`src/sv/tmdf_ram.sv`:
```
// ----------------------------------------------------------------------------
// tmdf_ram
// Generic single-write, single-read RAM with registered read data.
// ----------------------------------------------------------------------------
module tmdf_ram #(
    parameter int WIDTH = 17,
    parameter int DEPTH = 20
) (
    input  logic                     aclk,
    input  logic                     we,
    input  logic [$clog2(DEPTH)-1:0] waddr,
    input  logic [WIDTH-1:0]         wdata,
    input  logic [$clog2(DEPTH)-1:0] raddr,
    output logic [WIDTH-1:0]         rdata
);

    logic [WIDTH-1:0] mem [DEPTH];
    logic [WIDTH-1:0] rdata_reg;

    always_ff @(posedge aclk) begin
        if (we) begin
            mem[waddr] <= wdata;
        end
        rdata_reg <= mem[raddr];
    end

    assign rdata = rdata_reg;

endmodule

```
`config.mk`:
```
export PLATFORM = sky130hd
export DESIGN_NAME = tmdf_ram
export DESIGN_NICKNAME = d
export VERILOG_FILES = /design/src/sv/tmdf_ram.sv
export SDC_FILE = /design/constraint.sdc
export NUM_CORES = 1
export LEC_CHECK = 0
export BUFFER_PORTS_ARGS = -buffer_cell sky130_fd_sc_hd__buf_2
export CAP_MARGIN = 20
export CORE_UTILIZATION = 45
export DETAILED_ROUTE_END_ITERATION = 10
export GPL_TIMING_DRIVEN = 0
export PLACE_DENSITY = 0.61
export SETUP_SLACK_MARGIN = 0.4
export SYNTH_ARGS = -nofsm -noshare
export SYNTH_HDL_FRONTEND = slang
export SYNTH_SLANG_ARGS = --single-unit
```
`constraint.sdc`:
```
create_clock -name aclk -period 3.6 [get_ports aclk]
set_input_delay 0.36 -clock aclk [delete_from_list [all_inputs] [get_ports aclk]]
set_output_delay 0.36 -clock aclk [all_outputs]
set_load 0.01 [all_outputs]
```
==> impl_metrics.csv, run 1 <==
group,metric,value,unit
setup_path,worst_path_most_repeated_cell,"buf_2",
placed_design,hpwl,18.5,mm
clock_network,ctsResizeCount,0,
sta,rsz0062_at_grt,"false",
grt,grt_first_pass_wirelength,42.8,mm
pwr,p_per_area,554,nW/µm²
detailed_routing,post-route-drc-count,0,
synthesis,synthesis.area,13600,µm²
hold_path,min_path_type,"in -> reg",
floorplan,io-pin-count,46,
sta,fmax,542,MHz
sta,post-route-min-period,1840,ps
grt,antenna_found_initial,1,
floorplan,core,29700,µm²
clock_network,htreeDepth,2,
detailed_routing,drt_iter0_markers,672,
cells_and_area,area_delta_synth_final,16.6,%
detailed_routing,postRouteAntennaNets,0,
floorplan,fp-row-count,63,
job,maxCapViolations,0,
clock_network,clkTransAtPathRegs,60,ps
synthesis,ys_ff_latch,357,
setup_path,ff2ff_path_depth,3,
sta,finClkSkew,14.3,ps
grt,overflow,0,
detailed_routing,avgViaCountPerCell,5.48,
grt,grt_pass1_vias,7169,
hold_path,hp-start,"wdata[15]",
sta,worst_pin_slew,958,ps
hold_path,hold_depth,1,
clock_network,post_cts_buffers,0,
cells_and_area,stdcell_area,15800,µm²
setup_path,rr_startpoint,"mem[18][9]",
synthesis,ys_seq_area_share,77.6,%
detailed_routing,drt-total-wl,28.3,mm
cells_and_area,drive_gt1_share,23.4,%
setup_path,critPathLaunchType,"primary input",
synthesis,synth_top_area_share,75.1,%
setup_path,endpoint_kind,"register",
detailed_routing,vias,6796,
sta,fin_crit_sh,51.2,%
hold_path,hold_path_end,"mem[14][15]",
sta,setup_tns,0,ps
setup_path,r2r_slack,1940,ps
floorplan,design.die.area,30900,µm²
sta,final_hold_viol_count,0,
floorplan,dieHeight,176,µm
clock_network,worstSkewPairLatency,510,ps
sta,final-max-slew-violation-count,0,
synthesis,yosysTopAreaCell,"edfxtp_1",
synthesis,synth_warnings,0,
setup_path,timing.critical_path.buf_inv,3,
grt,grt_max_degree,21,
synthesis,synth_nets,751,
synthesis,syn_inst,722,
clock_network,numCtsBuffers,37,
detailed_routing,wl_per_cell,22.8,µm
detailed_routing,first_pass_iters,6,
clock_network,clockRootBuffer,"clkbuf_16",
setup_path,critPathMaxFanout,10,
clock_network,cts_tree,"yes",
clock_network,cts.sinks,357,
floorplan,die_w,176,µm
pwr,power,8.78,mW
setup_path,cp_cell_sequence,"buf_2, buf_2, buf_2, mux4_2, a211oi_1, nand2_1",
cells_and_area,nFillCells,2286,
setup_path,crit_family,"buffers and inverters",
pwr,irDropWorstVdd,0.293,mV
cells_and_area,largest_register_ffs,340,
setup_path,max_stage_delay,510,ps
synthesis,synth_cell_types,27,
grt,track_usage,18.8,%
synthesis,postSynthAreaPerCell,18.8,µm²
sta,setup_viol,0,
pwr,p_leak,5.49,nW
setup_path,arrival,2210,ps
synthesis,synthTopCellsByArea,"edfxtp_1 (75%), mux2i_1 (10%), mux4_2 (2.8%), dfxtp_1 (2.5%), nand2_1 (1.4%)",
placed_design,postPlaceCellArea,14600,µm²
setup_path,worst-setup-path-type,"in -> reg",
placed_design,io_buffers,43,
cells_and_area,utilization,53.3,%
floorplan,start_util,45.8,%
sta,worst_hold_slack,263,ps
placed_design,globalplace.congestion,0.787,
setup_path,critical_path.slowest_cell,"a211oi_1",
cells_and_area,nets,851,
sta,slew_headroom,36.1,%
status,status,"completed",
clock_network,clock_path_buffers,3,
setup_path,worstPathRequired,3970,ps
setup_path,reg2reg_to,"rdata[9]",
clock_network,postCtsHoldBufs,0,
## synthesized netlist by cell type, drive strengths merged
cell type	count
buf	30
a211oi	17
and2	1
nor2	23
nand3b	3
nand4bb	2
or4b	1
edfxtp	340
nand3	1
nor2b	2
or3b	3
o22ai	34
a22oi	17
nand4b	1
dfxtp	17
nand4	17
clkbuf	7
nand2	52
mux2i	136
mux4	17
or3	1
## where the power goes
group / leakage (nW) / switching (mW) / internal [mW]
registers: 3.21 / 0.0147 / 4.61
clock network: 0.596 / 1.49 / 2.23
logic: 1.69 / 0.272 / 0.153
total: 5.49 / 1.78 / 7.00
## per-stage QoR
stage	setup WS, ps	cells
2_1_floorplan	1560	722
3_3_place_gp	712	1155
3_5_place_dp	1250	1173
4_1_cts	1770	1240
5_1_grt	1720	1240
6_report	1760	1241
## cell families after synthesis
logic type / Yosys count / share of synthesized area (%)
compound gates: 68 / 3.90
buf+inv: 37 / 1.85
flops: 357 / 77.6
mux: 153 / 12.8
simple gates: 107 / 3.83
## how the worst max path moves through the flow
stage / cells past startpoint / startpoint / to / slack (ps)
after floorplan: 2 / waddr[1] / mem[12][0] / 1560
after global placement: 3 / waddr[1] / mem[0][11] / 710
after detailed placement: 6 / raddr[1] / rdata[9] / 1250
after CTS: 6 / raddr[1] / rdata[9] / 1770
after global routing: 6 / raddr[1] / rdata[7] / 1720
final: 6 / raddr[1] / rdata[9] / 1760
## per-layer routing
layer  up-vias  track usage, %  wire, µm
met1      3483            24.7     11800
li1       3090               -         -
met5         -               0         0
met4         0            5.43       551
met3        46            2.75      1410
met2       177            32.5     14500
## final cells by class
type | count | area [µm²] | share of cell area, %
antenna | 1 | 2.50 | 0.0158
multi-input combinational | 328 | 2850 | 18.0
sequential | 357 | 10600 | 66.6
clock buffer | 47 | 1030 | 6.47
buffer | 37 | 251 | 1.59
clock inverter | 20 | 174 | 1.10
tap | 390 | 488 | 3.08
timing repair buffer | 61 | 510 | 3.22
## layout by cell type (no fill, tap or decap), types with 2 or more instances in the layout
| master | count |
|---|---|
| clkinv_1 | 7 |
| nand3b_1 | 3 |
| inv_6 | 2 |
| bufinv_16 | 3 |
| clkbuf_16 | 39 |
| buf_4 | 13 |
| nor2_2 | 21 |
| clkinv_2 | 8 |
| mux2i_1 | 136 |
| clkbuf_8 | 2 |
| buf_2 | 54 |
| a211oi_1 | 17 |
| nor2_1 | 2 |
| clkbuf_1 | 12 |
| buf_16 | 2 |
| o22ai_1 | 24 |
| nor2b_1 | 2 |
| edfxtp_1 | 340 |
| o22ai_2 | 10 |
| nand2_1 | 52 |
| buf_8 | 17 |
| buf_6 | 5 |
| or3b_2 | 3 |
| nand4_1 | 17 |
| a22oi_1 | 17 |
| nand4bb_1 | 2 |
| mux4_2 | 17 |
| dfxtp_1 | 17 |
## worst reg2reg max path, stage by stage (launching register included)
cell      delay [ps]
edfxtp_1         380
mux4_2           490
a211oi_1         510
nand2_1          130
(Power assumes the default switching activity.)
==> run 2, diff against run 1 <==
==> constraint.sdc (replaced) <==
create_clock -name aclk -period 1.85 [get_ports aclk]
set_input_delay 0.185 -clock aclk [delete_from_list [all_inputs] [get_ports aclk]]
set_output_delay 0.185 -clock aclk [all_outputs]
set_load 0.01 [all_outputs]
==> impl_metrics.csv, run 2 (synthesis gave the netlist of run 1 again) <==
group,metric,value,unit
clock_network,cts_tree,"yes",
floorplan,core,29700,µm²
hold_path,hold_path_end,"mem[11][12]",
floorplan,fp-row-count,63,
placed_design,io_buffers,43,
floorplan,io-pin-count,46,
cells_and_area,largest_register_ffs,340,
placed_design,dpl.cell_count,1161,
sta,fin_crit_sh,77.6,%
clock_network,cts.sinks,357,
pwr,clockPowerShare,40.9,%
sta,fmax,697,MHz
sta,slew_headroom,55.9,%
detailed_routing,drt-total-wl,28.8,mm
clock_network,htreeDepth,2,
clock_network,clockRootBuffer,"clkbuf_16",
floorplan,die_w,176,µm
detailed_routing,drt_iter0_markers,686,
setup_path,max_stage_delay,480,ps
clock_network,clock_path_buffers,3,
setup_path,critPathMaxFanout,1,
floorplan,start_util,45.8,%
grt,grt_first_pass_wirelength,43.0,mm
setup_path,endpoint_kind,"register",
floorplan,design.die.area,30900,µm²
pwr,p_per_area,1060,nW/µm²
job,maxCapViolations,0,
pwr,switching_share,20.4,%
setup_path,critical_path.slowest_cell,"mux4_2",
hold_path,hold_depth,1,
setup_path,r2r_slack,410,ps
cells_and_area,instances_no_fill,1224,
pwr,comb_power_share,5.2,%
sta,finClkSkew,5.94,ps
grt,overflow,0,
placed_design,globalplace.congestion,0.814,
pwr,p_leak,5.39,nW
sta,worst_pin_slew,659,ps
grt,track_usage,19.1,%
detailed_routing,post-route-drc-count,0,
detailed_routing,postRouteAntennaNets,0,
detailed_routing,first_pass_iters,5,
status,status,"completed",
cells_and_area,area_delta_synth_final,15.8,%
pwr,power,16.7,mW
setup_path,ff2ff_path_depth,3,
setup_path,reg2reg_to,"rdata[15]",
pwr,p_int,13.3,mW
pwr,seq_power_share,53.9,%
hold_path,min_path_type,"in -> reg",
grt,grt_pass1_vias,7017,
detailed_routing,avgViaCountPerCell,5.53,
setup_path,arrival,1810,ps
placed_design,postPlaceCellArea,14500,µm²
setup_path,cp_cell_sequence,"mux4_2, a211oi_2, nand2_1",
clock_network,numCtsBuffers,37,
detailed_routing,vias,6771,
pwr,irDropWorstVdd,0.501,mV
detailed_routing,wl_per_cell,23.6,µm
cells_and_area,stdcell_area,15800,µm²
setup_path,rr_startpoint,"mem[18][15]",
setup_path,critPathLaunchType,"register",
hold_path,hp-start,"wdata[12]",
setup_path,worstPathRequired,2220,ps
sta,post-route-min-period,1440,ps
clock_network,clkTransAtPathRegs,60,ps
placed_design,hpwl,18.4,mm
floorplan,dieHeight,176,µm
sta,worst_hold_slack,96.8,ps
sta,setup_tns,0,ps
cells_and_area,nets,841,
sta,rsz0062_at_grt,"true",
clock_network,worstSkewPairLatency,510,ps
pwr,switchingPower,3.41,mW
cells_and_area,final_common_cell,"edfxtp_1",
setup_path,worst-setup-path-type,"reg -> reg",
cells_and_area,final_cell_mix,"edfxtp_1 (340), mux2i_1 (136), buf_2 (53)",
cells_and_area,drive_gt1_share,23.3,%
sta,final_hold_viol_count,0,
grt,antenna_found_initial,0,
grt,grt_max_degree,21,
sta,setup_viol,0,
sta,final-max-slew-violation-count,0,
run 2: power by group through the flow:
stage / clock, mW / combinational (mW) / sequential (mW)
after floorplan: 0 / 0.436 / 9.20
after global placement: 0 / 0.800 / 9.17
after detailed placement: 0 / 0.830 / 9.18
after CTS: 6.94 / 0.858 / 9.01
after global routing: 7.24 / 0.926 / 9.02
final: 6.83 / 0.864 / 9.01
run 2: metal layers:
layer / up-vias / track usage, % / routed length (µm)
li1: 3061 / - / -
met1: 3481 / 24.9 / 11800
met2: 188 / 33.3 / 15100
met3: 41 / 2.86 / 1410
met4: 0 / 5.25 / 539
met5: - / 0 / 0
run 2: worst max-delay path: cells and delay by family (launching register included):
kind	cells	cell delay, ps
and+or+nand+nor	1	130
DFF	1	370
AOI/OAI and AO/OA	1	320
muxes	1	480
run 2: area by class of cell:
type	instances	area [µm²]
clock inverters	11	78.8
multi-input cells	328	3010
well taps	390	488
fillers	2275	14000
clock buffers	49	1020
diodes	1	2.50
flip-flops and latches	357	10600
repair buffers	51	348
plain buffers	37	255
run 2: worst max-delay path by stage:
stage | slack, ps | from | cells past startpoint | to
after floorplan | 220 | waddr[1] | 2 | mem[16][0]
after global placement | -860 | waddr[1] | 3 | mem[17][10]
after detailed placement | -370 | waddr[1] | 3 | mem[0][10]
after CTS | 170 | waddr[1] | 3 | mem[8][0]
after global routing | 390 | raddr[4] | 7 | rdata[6]
final | 410 | mem[18][15] | 3 | rdata[15]
run 2: stage by stage:
stage | setup WS (ps) | util, %
after global placement | -855 | 48.3
after detailed placement | -373 | 48.7
after floorplan | 220 | -
after global routing | 387 | 53.0
after CTS | 168 | 52.7
final | 415 | 53.0
run 2: timing repair:
action / in CTS / in global routing
hold endpoints to repair: 0 / 0
hold buffers: 0 / 0
pin swaps: 0 / 5
resized for setup: 20 / 11
setup endpoints to repair: 211 / 86
setup buffers: 0 / 0
