<file path="config.mk">
export PLATFORM = sky130hd
export DESIGN_NAME = tmdf_div
export DESIGN_NICKNAME = d
export VERILOG_FILES = /design/src/sv/tmdf_div.sv
export SDC_FILE = /design/constraint.sdc
export NUM_CORES = 1
export LEC_CHECK = 0
export BUFFER_PORTS_ARGS = -buffer_cell sky130_fd_sc_hd__buf_4
export CAP_MARGIN = 10
export CORE_MARGIN = 8
export CORE_UTILIZATION = 43
export CTS_BUF_LIST = sky130_fd_sc_hd__clkbuf_2
export DETAILED_ROUTE_END_ITERATION = 6
export REMOVE_ABC_BUFFERS = 1
export SYNTH_ARGS = -nofsm -noshare
export SYNTH_HDL_FRONTEND = slang
export SYNTH_SLANG_ARGS = --single-unit
export TNS_END_PERCENT = 100
</file>
<file path="constraint.sdc">
create_clock -name aclk -period 7.3 [get_ports aclk]
set_input_delay 1.46 -clock aclk [delete_from_list [all_inputs] [get_ports aclk]]
set_output_delay 1.46 -clock aclk [all_outputs]
set_load 0.005 [all_outputs]
</file>
<file path="src/sv/tmdf_div.sv">
// ----------------------------------------------------------------------------
// tmdf_div
// Unsigned division by a constant through reciprocal multiplication,
// with registered quotient and done.
// ----------------------------------------------------------------------------
module tmdf_div #(
    parameter int NW      = 23,     // dividend / quotient width
    parameter int DIVISOR = 18
) (
    input  logic          aclk,
    input  logic          aresetn,
    input  logic          start,
    input  logic [NW-1:0] dividend,
    output logic          done,
    output logic [NW-1:0] quotient
);

    // q = (n * ceil(2^KS / d)) >> KS is exact for every n below 2^NW
    localparam int KS = NW + $clog2(DIVISOR);
    localparam int MW = NW + 1;
    localparam int PW = NW + MW;
    localparam logic [MW-1:0] RECIP =
        MW'(((64'd1 << KS) + 64'(DIVISOR - 1)) / 64'(DIVISOR));

    logic [PW-1:0] prod;
    logic [NW-1:0] quo_reg, quo_next;
    logic          done_reg, done_next;

    assign prod = PW'(dividend) * PW'(RECIP);

    always_comb begin
        quo_next  = start ? NW'(prod >> KS) : quo_reg;
        done_next = start;
    end

    always_ff @(posedge aclk) begin
        if (!aresetn) begin
            done_reg <= 1'b0;
        end else begin
            done_reg <= done_next;
        end
        quo_reg <= quo_next;
    end

    assign done     = done_reg;
    assign quotient = quo_reg;

endmodule

</file>
==> Implementation_results.wiki, run 1 <==
{| class="wikitable"
! Metric !! Value
|-
| Result of the run || complete, no violations
|-
| Final-report hold violation count || 0
|-
| Highest-delay cell along the critical path || sky130_fd_sc_hd__fa_2
|-
| Routed vias || 6100
|-
| Top Ports || 50
|-
| Die area || 0.0245 mm^2
|-
| Post-layout min period || 7.14 ns
|-
| Area used by multi-input combinational logic || 0.00691 mm^2
|-
| Number of storage elements in the synthesis netlist || 20
|-
| Final-report setup violation count || 0
|-
| Max-capacitance violation count || 0
|-
| Slew Viols, Final || 0
|-
| Pin slew with the least headroom to its limit || 0.594 ns
|-
| Total standard cell area after synthesis || 0.00850 mm^2
|-
| Count of flip-flops with a built-in enable after synthesis || 19
|-
| Detail-routed net length per standard cell || 15.6 um
|-
| Ratio of cells with drive above 1 in the final layout || 0.167
|-
| Residual DRC || 0
|-
| Antenna Violating Nets Remaining || 0
|-
| Placeable core region || 0.0195 mm^2
|-
| Utilization after layout || 0.509
|-
| Initial Util || 0.437
|-
| Dominant cell type by area after synthesis || sky130_fd_sc_hd__fa_1
|-
| Relative slew slack || 0.602
|-
| Number of inserted filler cells in the final layout || 1864
|-
| FMAX || 140 MHz
|-
| CTS tree || done
|-
| Post-DP HPWL || 18600 um
|-
| Arrival time worst endpoint || 7.21 ns
|-
| Number of nets in the finished design || 1374
|-
| Register area || 591 um^2
|-
| Area grow syn2layout || 16.6%
|-
| First-pass GRT wire length || 31800 um
|-
| Clock slew at the register clock pins of the worst setup and hold paths || 0.17 ns
|-
| Number of buffers inserted during clock tree synthesis || 3
|-
| Total length of routed wires || 19700 um
|-
| Class of the worst hold path || in2reg
|-
| Proportion of netlist area held by the largest area contributor || 0.346
|-
| Number of standard cells after synthesis || 857
|-
| Worst Path Class, Setup || in2reg
|-
| Initial antenna violation count || 0
|-
| Average cell area after synthesis || 9.92 um^2
|-
| Width of the chip || 157 um
|-
| Die height || 157 um
|-
| Yosys warnings || 0
|-
| Number of global-route vias before repair || 6275
|-
| First DRT Iteration DRCs || 196
|-
| Stage delay of the slowest cell on the critical path || 0.61 ns
|-
| CP most frequent cell || sky130_fd_sc_hd__fa_1
|-
| Required time of the worst setup path || 7.38 ns
|-
| Number of antenna repair diodes || 0
|-
| GRT Residual Overflow || 0
|-
| Ranking of synthesized cells by area || sky130_fd_sc_hd__fa_1, sky130_fd_sc_hd__ha_1, sky130_fd_sc_hd__inv_1
|-
| Post-synth ARST share || 0
|-
| Setup crit start kind || input pin
|-
| Maximum fanout encountered on the critical timing path || 6
|-
| Quantity of hold-fixing buffers added after cts || 0
|-
| Capturing element type of the critical path || register
|-
| Maximum level of the CTS H-tree || 1
|-
| Number of sinks handled by clock tree synthesis || 20
|-
| Max reg flops || 19
|-
| Proportion of synthesized chip area in sequential cells || 0.0695
|-
| IO Port Bufs || 45
|-
| Most common flop cell mapped by yosys || sky130_fd_sc_hd__edfxtp_1
|-
| Distinct cell type count of the synthesized netlist || 52
|-
| Largest net degree at the start of global routing || 21
|-
| CTS root buf || sky130_fd_sc_hd__clkbuf_2
|-
| Number of iterations in the first detailed-routing pass || 4
|-
| Crit path cell chain || buf_4 -> fa_1 -> ha_1 -> inv_1 -> fa_2 -> inv_1 -> fa_1 -> fa_1 -> fa_1 -> inv_1 -> fa_1 -> inv_1 -> ha_1 -> nand3_1 -> o21bai_1 -> o21ai_0 -> a22oi_2 -> a21oi_2 -> nor4b_2 -> buf_4 -> o31ai_2 -> xnor2_1
|-
| Gr usage total || 0.164
|-
| Clock tree buffer depth || 2
|-
| RD Place Congestion || 0.910
|-
| Vias per cell || 4.83
|-
| Sum Neg Setup Slack || 0 ns
|-
| # rows || 51
|-
| Final worst-path cycle share || 0.978
|}
[cell usage in the layout, fill, tap and decap left out, types with 5 or more instances in the layout]
cell type | synthesis | layout
sky130_fd_sc_hd__buf_4 | 4 | 145
sky130_fd_sc_hd__nand3_1 | 9 | 9
sky130_fd_sc_hd__edfxtp_1 | 19 | 19
sky130_fd_sc_hd__xnor2_1 | 20 | 20
sky130_fd_sc_hd__a31oi_1 | 11 | 11
sky130_fd_sc_hd__nand4_1 | 6 | 6
sky130_fd_sc_hd__nand2_1 | 25 | 25
sky130_fd_sc_hd__fa_1 | 147 | 146
sky130_fd_sc_hd__o21bai_1 | 8 | 8
sky130_fd_sc_hd__a21o_1 | 15 | 15
sky130_fd_sc_hd__inv_1 | 258 | 258
sky130_fd_sc_hd__xor2_1 | 5 | 5
sky130_fd_sc_hd__nor2_1 | 10 | 10
sky130_fd_sc_hd__o21ai_0 | 11 | 11
sky130_fd_sc_hd__a21oi_1 | 28 | 26
sky130_fd_sc_hd__and3_1 | 8 | 8
sky130_fd_sc_hd__o21ai_1 | 8 | 8
sky130_fd_sc_hd__ha_1 | 202 | 202
sky130_fd_sc_hd__a211oi_1 | 8 | 8
[cell families (layout without fill, tap and decap cells)]
family / Yosys count / in the layout / synth area share
compound gates: 115 / 115 / 0.0918
xor+xnor: 25 / 25 / 0.0258
fa+ha+maj: 349 / 349 / 0.644
buf+inv: 269 / 407 / 0.121
flops: 20 / 20 / 0.0695
other cells: 1 / 4 / 0.000441
simple gates: 78 / 78 / 0.0480
[routing by layer]
layer / vias up / global-route usage / wire [um]
li1: 3019 / - / -
met1: 2962 / 0.240 / 9890
met2: 111 / 0.263 / 8940
met3: 8 / 0.0149 / 747
met4: 0 / 0.0256 / 148
met5: - / 0 / 0
[through the flow]
stage / hold slack [ns] / cell area (um^2) / std cells / setup slack, ns
4_1_cts: 1.35 / 9890 / 1263 / 0.161
3_3_place_gp: 1.67 / 9870 / 1259 / -0.115
6_report: 1.38 / 9910 / 1263 / 0.163
3_5_place_dp: 1.68 / 9870 / 1259 / -0.182
5_1_grt: 1.32 / 9910 / 1263 / -0.00430
2_1_floorplan: 1.57 / 8450 / 849 / 0.333
[final cells by class]
| class | instances | area share |
|---|---|---|
| tap | 265 | 0.0335 |
| sequential | 20 | 0.0596 |
| inverter | 258 | 0.0977 |
| clock buffer | 4 | 0.00202 |
| timing repair buffer | 145 | 0.110 |
| multi-input combinational | 571 | 0.697 |
[synth_stat cells (2+ instances only)]
library cell,count
sky130_fd_sc_hd__o21a_1,2
sky130_fd_sc_hd__o21ai_2,2
sky130_fd_sc_hd__o21ai_1,8
sky130_fd_sc_hd__nor4_1,2
sky130_fd_sc_hd__and3_1,8
sky130_fd_sc_hd__nor3_1,4
sky130_fd_sc_hd__a21o_1,15
sky130_fd_sc_hd__o211a_1,2
sky130_fd_sc_hd__xnor2_1,20
sky130_fd_sc_hd__o21bai_1,8
sky130_fd_sc_hd__or3_1,2
sky130_fd_sc_hd__fa_1,147
sky130_fd_sc_hd__nand4_1,6
sky130_fd_sc_hd__nor2_1,10
sky130_fd_sc_hd__a21oi_1,28
sky130_fd_sc_hd__a211oi_1,8
sky130_fd_sc_hd__buf_2,3
sky130_fd_sc_hd__a21oi_2,2
sky130_fd_sc_hd__clkbuf_1,4
sky130_fd_sc_hd__a31oi_1,11
sky130_fd_sc_hd__a221oi_1,2
sky130_fd_sc_hd__a221oi_2,2
sky130_fd_sc_hd__edfxtp_1,19
sky130_fd_sc_hd__a41oi_1,2
sky130_fd_sc_hd__and2_1,2
sky130_fd_sc_hd__inv_1,258
sky130_fd_sc_hd__or2_2,2
sky130_fd_sc_hd__nand2_1,25
sky130_fd_sc_hd__xor2_1,5
sky130_fd_sc_hd__buf_4,4
sky130_fd_sc_hd__o211ai_1,4
sky130_fd_sc_hd__ha_1,202
sky130_fd_sc_hd__o21ai_0,11
sky130_fd_sc_hd__nand3_1,9
[worst paths after layout]
check                  startpoint                      to  slack, ns  cells past startpoint
worst min-delay path      aresetn         done$_SDFF_PN0_       1.38                      2
worst max-delay path  dividend[2]  quotient[18]$_DFFE_PP_       0.16                     22
[worst max-delay path, delay by kind of cell]
family                     cells  cell delay (ns)
xor gates and xnor gates       1             0.09
AOI/OAI and AO/OA              5             1.07
and+or+nand+nor                2             0.23
buffers and inverters          6             0.53
adders and majority gates      8             3.81
[what timing repair did]
item | in CTS | in global routing
setup endpoints to repair | 0 | 3
setup buffers | 0 | 0
gates resized for setup | 0 | 4
Power of run 1 is not shown: default switching activity piles up to over one toggle a cycle in this logic, so the estimate is an artifact.
==> run 2, diff against run 1 <==
- CORE_ASPECT_RATIO: default -> 1.25
- GPL_TIMING_DRIVEN: default -> 0
==> Implementation_results.wiki, run 2 (synthesis gave the netlist of run 1 again) <==
{| class="wikitable"
! Metric !! Value
|-
| GRT Residual Overflow || 0 (unchanged)
|-
| Result of the run || complete, no violations
|-
| First-pass GRT wire length || 31100 um (-2.2%)
|-
| Die area || 0.0246 mm^2 (+0.12%)
|-
| Leading cell type in the layout, fill and taps excluded || sky130_fd_sc_hd__inv_1
|-
| Initial antenna violation count || 0 (unchanged)
|-
| Final-report hold violation count || 0 (unchanged)
|-
| Number of buffers inserted during clock tree synthesis || 3 (unchanged)
|-
| Ratio of cells with drive above 1 in the final layout || 0.0941 (-0.0732)
|-
| Top Ports || 50 (unchanged)
|-
| Max-capacitance violation count || 0 (unchanged)
|-
| Width of the chip || 142 um (-9.5%)
|-
| Final worst-path cycle share || 0.975 (-0.00313)
|-
| Maximum level of the CTS H-tree || 1 (unchanged)
|-
| Quantity of hold-fixing buffers added after cts || 0 (unchanged)
|-
| Area grow syn2layout || 9.10%
|-
| Class of the worst hold path || in2reg
|-
| Placeable core region || 0.0194 mm^2 (-0.33%)
|-
| Met3 Use GR || 0.0130 (-0.00194)
|-
| FMAX || 141 MHz (+0.32%)
|-
| Post-DP HPWL || 17800 um (-4.5%)
|-
| Antenna Violating Nets Remaining || 0 (unchanged)
|-
| Worst Path Class, Setup || in2reg
|-
| Total length of routed wires || 18800 um (-4.9%)
|-
| Vias per cell || 4.92 (+2.0%)
|-
| First DRT Iteration DRCs || 214 (+9.2%)
|-
| Min-Delay Path Depth || 2 (unchanged)
|-
| Smallest setup slack after layout || 0.186 ns (+0.0229 ns)
|-
| # rows || 57 (+12%)
|-
| Maximum fanout encountered on the critical timing path || 6 (unchanged)
|-
| Clock tree buffer depth || 2 (unchanged)
|-
| IO Port Bufs || 45 (unchanged)
|-
| Slew Viols, Final || 0 (unchanged)
|-
| Post-layout min period || 7.11 ns (-0.0229 ns)
|-
| Detail-routed net length per standard cell || 16.1 um (+2.8%)
|-
| Relative slew slack || 0.647 (+0.0453)
|-
| Busiest layer in global routing || met2
|-
| Utilization after layout || 0.478 (-0.0310)
|-
| Largest net degree at the start of global routing || 21 (unchanged)
|-
| Setup crit start kind || input pin
|-
| Residual DRC || 0 (unchanged)
|-
| Routed vias || 5752 (-5.7%)
|-
| Number of global-route vias before repair || 6213 (-0.99%)
|-
| Required time of the worst setup path || 7.39 ns (about the same)
|-
| RD Place Congestion || 0.895 (-1.6%)
|-
| CTS root buf || sky130_fd_sc_hd__clkbuf_2
|-
| GR Util met2 || 0.305 (+0.0421)
|-
| CTS tree || done
|-
| Initial Util || 0.438 (+0.00144)
|-
| Met1 usage || 0.184 (-0.0553)
|-
| Final-report setup violation count || 0 (unchanged)
|-
| Pre-CTS worst setup slack || -0.370 ns (-0.188 ns)
|-
| Gr usage total || 0.160 (-0.00454)
|-
| Arrival time worst endpoint || 7.20 ns (about the same)
|-
| Die height || 173 um (+11%)
|-
| Clock slew at the register clock pins of the worst setup and hold paths || 0.19 ns (+0.02 ns)
|-
| Pin slew with the least headroom to its limit || 0.524 ns (-0.0695 ns)
|-
| Number of nets in the finished design || 1279 (-6.9%)
|-
| Capturing element type of the critical path || register
|-
| Max reg flops || 19 (unchanged)
|-
| Number of sinks handled by clock tree synthesis || 20 (unchanged)
|-
| Number of iterations in the first detailed-routing pass || 4 (unchanged)
|-
| Commonest non-fill, non-tap cells in the layout || sky130_fd_sc_hd__inv_1, sky130_fd_sc_hd__ha_1, sky130_fd_sc_hd__fa_1, sky130_fd_sc_hd__buf_4
|-
| Number of antenna repair diodes || 0 (unchanged)
|}
==> run 2: cell types whose count changed in the layout (fill, tap and decap cells not counted), moves of 2 or more <==
cell                      change
sky130_fd_sc_hd__fa_2         +3
sky130_fd_sc_hd__ha_1         -6
sky130_fd_sc_hd__fa_1         -3
sky130_fd_sc_hd__a21oi_4      +2
sky130_fd_sc_hd__ha_2         +5
sky130_fd_sc_hd__buf_4       -95
==> run 2: final timing paths <==
kind	slack (ns)	to	startpoint
max	0.19	quotient[11]$_DFFE_PP_	dividend[20]
min	1.32	done$_SDFF_PN0_	aresetn
==> run 2: area by class of cell <==
class	count	area, um^2
clock buffers	3	15.0
inverters	258	968
multi-input cells	571	6990
repair buffers	50	375
well taps	265	332
clock inverters	1	3.75
fillers	1905	10100
flip-flops and latches	20	591
==> run 2: critical path, stage by stage <==
cell and delay (ns):
sky130_fd_sc_hd__buf_4 0.14, sky130_fd_sc_hd__fa_2 0.41, sky130_fd_sc_hd__fa_1 0.52, sky130_fd_sc_hd__inv_1 0.06, sky130_fd_sc_hd__fa_1 0.51, sky130_fd_sc_hd__fa_1 0.55
sky130_fd_sc_hd__inv_1 0.06, sky130_fd_sc_hd__fa_1 0.47, sky130_fd_sc_hd__fa_1 0.55, sky130_fd_sc_hd__inv_1 0.06, sky130_fd_sc_hd__fa_1 0.48, sky130_fd_sc_hd__inv_1 0.04
sky130_fd_sc_hd__ha_2 0.33, sky130_fd_sc_hd__a21oi_4 0.20, sky130_fd_sc_hd__o21ai_2 0.10, sky130_fd_sc_hd__nor3b_2 0.23, sky130_fd_sc_hd__a21boi_2 0.20, sky130_fd_sc_hd__a221oi_2 0.11
sky130_fd_sc_hd__a31o_2 0.32, sky130_fd_sc_hd__a221oi_2 0.31, sky130_fd_sc_hd__xnor2_1 0.11
==> run 2: through the flow <==
| stage | hold slack (ns) | cells | area, um^2 | setup TNS, ns |
|---|---|---|---|---|
| 6_report | 1.32 | 1168 | 9270 | 0 |
| 5_1_grt | 1.30 | 1168 | 9270 | -0.0532 |
| 4_1_cts | 1.32 | 1164 | 9160 | -0.00726 |
| 3_5_place_dp | 1.68 | 1159 | 9120 | -3.98 |
| 3_3_place_gp | 1.67 | 1159 | 9120 | -3.98 |
| 2_1_floorplan | 1.57 | 849 | 8450 | 0 |
==> run 2: what timing repair did <==
| item | CTS | global route |
|---|---|---|
| setup endpoints to repair | 4 | 15 |
| pin swaps | 1 | 8 |
| cloned | 0 | 0 |
| gates resized for setup | 3 | 18 |
| buffers inserted | 1 | 4 |
==> run 2: per-layer routing <==
layer	vias up	share of wire
li1	2825	-
met1	2841	0.40
met2	65	0.55
met3	21	0.023
met4	0	0.025
met5	-	0
Power of run 2 is left out for the same reason.
==> run 3, diff against run 2 <==
- CORE_ASPECT_RATIO: 1.25 -> 0.9
- MAX_ROUTING_LAYER: default -> met4
==> Implementation_results.wiki, run 3 (synthesis gave the netlist of run 1 again) <==
{| class="wikitable"
! Metric !! Value
|-
| Capturing element type of the critical path || register
|-
| Clock tree buffer depth || 2 (unchanged)
|-
| Number of iterations in the first detailed-routing pass || 4 (unchanged)
|-
| Number of nets in the finished design || 1279 (unchanged)
|-
| Width of the chip || 164 um (+16%)
|-
| Area grow syn2layout || 8.74%
|-
| Initial antenna violation count || 0 (unchanged)
|-
| GRT Residual Overflow || 0 (unchanged)
|-
| Buf/Inv on CP || 5 (unchanged)
|-
| IO Port Bufs || 45 (unchanged)
|-
| Arrival time worst endpoint || 7.30 ns (+0.10 ns)
|-
| First-pass GRT wire length || 30900 um (-0.49%)
|-
| Total length of routed wires || 18900 um (+0.84%)
|-
| Top Ports || 50 (unchanged)
|-
| Residual DRC || 0 (unchanged)
|-
| Ratio of cells with drive above 1 in the final layout || 0.0908 (-0.00332)
|-
| Leading cell type in the layout, fill and taps excluded || sky130_fd_sc_hd__inv_1
|-
| Maximum fanout encountered on the critical timing path || 6 (unchanged)
|-
| Gr usage total || 0.164 (+0.00454)
|-
| Highest-delay cell along the critical path || sky130_fd_sc_hd__fa_1
|-
| Slew Viols, Final || 0 (unchanged)
|-
| Commonest non-fill, non-tap cells in the layout || sky130_fd_sc_hd__inv_1, sky130_fd_sc_hd__ha_1, sky130_fd_sc_hd__fa_1, sky130_fd_sc_hd__buf_4, sky130_fd_sc_hd__a21oi_1
|-
| Post-layout min period || 7.14 ns (+0.0243 ns)
|-
| Number of antenna repair diodes || 0 (unchanged)
|-
| Smallest setup slack after layout || 0.161 ns (-0.0243 ns)
|-
| CP most frequent cell || sky130_fd_sc_hd__fa_1
|-
| Final-report hold violation count || 0 (unchanged)
|-
| Initial Util || 0.441 (+0.00273)
|-
| Largest net degree at the start of global routing || 21 (unchanged)
|-
| Clock slew at the register clock pins of the worst setup and hold paths || 0.19 ns (about the same)
|-
| Number of buffers inserted during clock tree synthesis || 3 (unchanged)
|-
| Number of sinks handled by clock tree synthesis || 20 (unchanged)
|-
| Antenna Violating Nets Remaining || 0 (unchanged)
|-
| Worst hold slack after final layout || 1.34 ns (+0.0217 ns)
|-
| Die height || 149 um (-14%)
|-
| Worst Path Class, Setup || in2reg
|-
| Crit path cell chain || buf_4 -> fa_1 -> ha_1 -> inv_1 -> fa_1 -> inv_1 -> fa_1 -> fa_1 -> fa_1 -> inv_1 -> fa_1 -> inv_1 -> ha_1 -> nand2_1 -> o21ai_1 -> or3_1 -> a31oi_2 -> o41a_1 -> o21ai_2 -> a31oi_1 -> a211oi_1
|-
| Number of global-route vias before repair || 5976 (-3.8%)
|-
| Detail-routed net length per standard cell || 16.4 um (+2.1%)
|-
| Max reg flops || 19 (unchanged)
|-
| Die area || 0.0245 mm^2 (about the same)
|-
| CTS tree || done
|-
| Vias per cell || 4.96 (+0.79%)
|-
| Final-report setup violation count || 0 (unchanged)
|-
| Routed vias || 5723 (-0.50%)
|-
| Result of the run || complete, no violations
|-
| Final worst-path cycle share || 0.978 (+0.00333)
|-
| Required time of the worst setup path || 7.46 ns (+0.07 ns)
|-
| # rows || 48 (-16%)
|-
| Dominant delay contributor by cell family on the critical path || adder cells
|-
| Pre-CTS worst setup slack || -0.362 ns (+0.00852 ns)
|-
| RD Place Congestion || 0.906 (+1.2%)
|-
| CTS root buf || sky130_fd_sc_hd__clkbuf_2
|-
| Stage delay of the slowest cell on the critical path || 0.56 ns (about the same)
|-
| Maximum level of the CTS H-tree || 1 (unchanged)
|-
| Sum Neg Setup Slack || 0 ns (unchanged)
|-
| FMAX || 140 MHz (-0.34%)
|-
| Class of the worst hold path || in2reg
|-
| Post-DP HPWL || 17600 um (-0.98%)
|-
| Max-capacitance violation count || 0 (unchanged)
|-
| Setup crit start kind || input pin
|-
| Placeable core region || 0.0193 mm^2 (-0.62%)
|-
| First DRT Iteration DRCs || 242 (+13%)
|-
| Setup repair after global routing missed its margin || no
|}
-- run 3: cell type report --
cell class | instances | area, um^2
well taps | 250 | 313
clock buffers | 3 | 15.0
multi-input cells | 571 | 6950
inverters | 258 | 968
clock inverters | 1 | 30.0
fillers | 1827 | 10000
repair buffers | 50 | 375
flip-flops and latches | 20 | 591
-- run 3: per-layer routing --
layer | vias up | wire [um] | track usage
li1 | 2823 | - | -
met1 | 2793 | 9850 | 0.239
met2 | 89 | 8170 | 0.250
met3 | 18 | 681 | 0.0138
met4 | 0 | 209 | 0.0232
met5 | - | 0 | -
-- run 3: path summary, 6_finish.rpt --
check | startpoint | endpoint | cells after the start
hold / removal | aresetn | done$_SDFF_PN0_ | 2
setup / recovery | dividend[5] | quotient[16]$_DFFE_PP_ | 21
-- run 3: timing repair --
action,in CTS,in global routing
resized for setup,0,15
hold buffers,0,0
setup endpoints to repair,0,8
buffers inserted,0,5
-- run 3: through the flow --
| stage | std cells | cell area [um^2] | util |
|---|---|---|---|
| after detailed placement | 1144 | 9100 | 0.472 |
| after CTS | 1148 | 9150 | 0.474 |
| final | 1153 | 9240 | 0.479 |
| after floorplan | 849 | 8450 | - |
| after global routing | 1153 | 9240 | 0.479 |
| after global placement | 1144 | 9100 | 0.472 |
Power of run 3 is left out for the same reason.
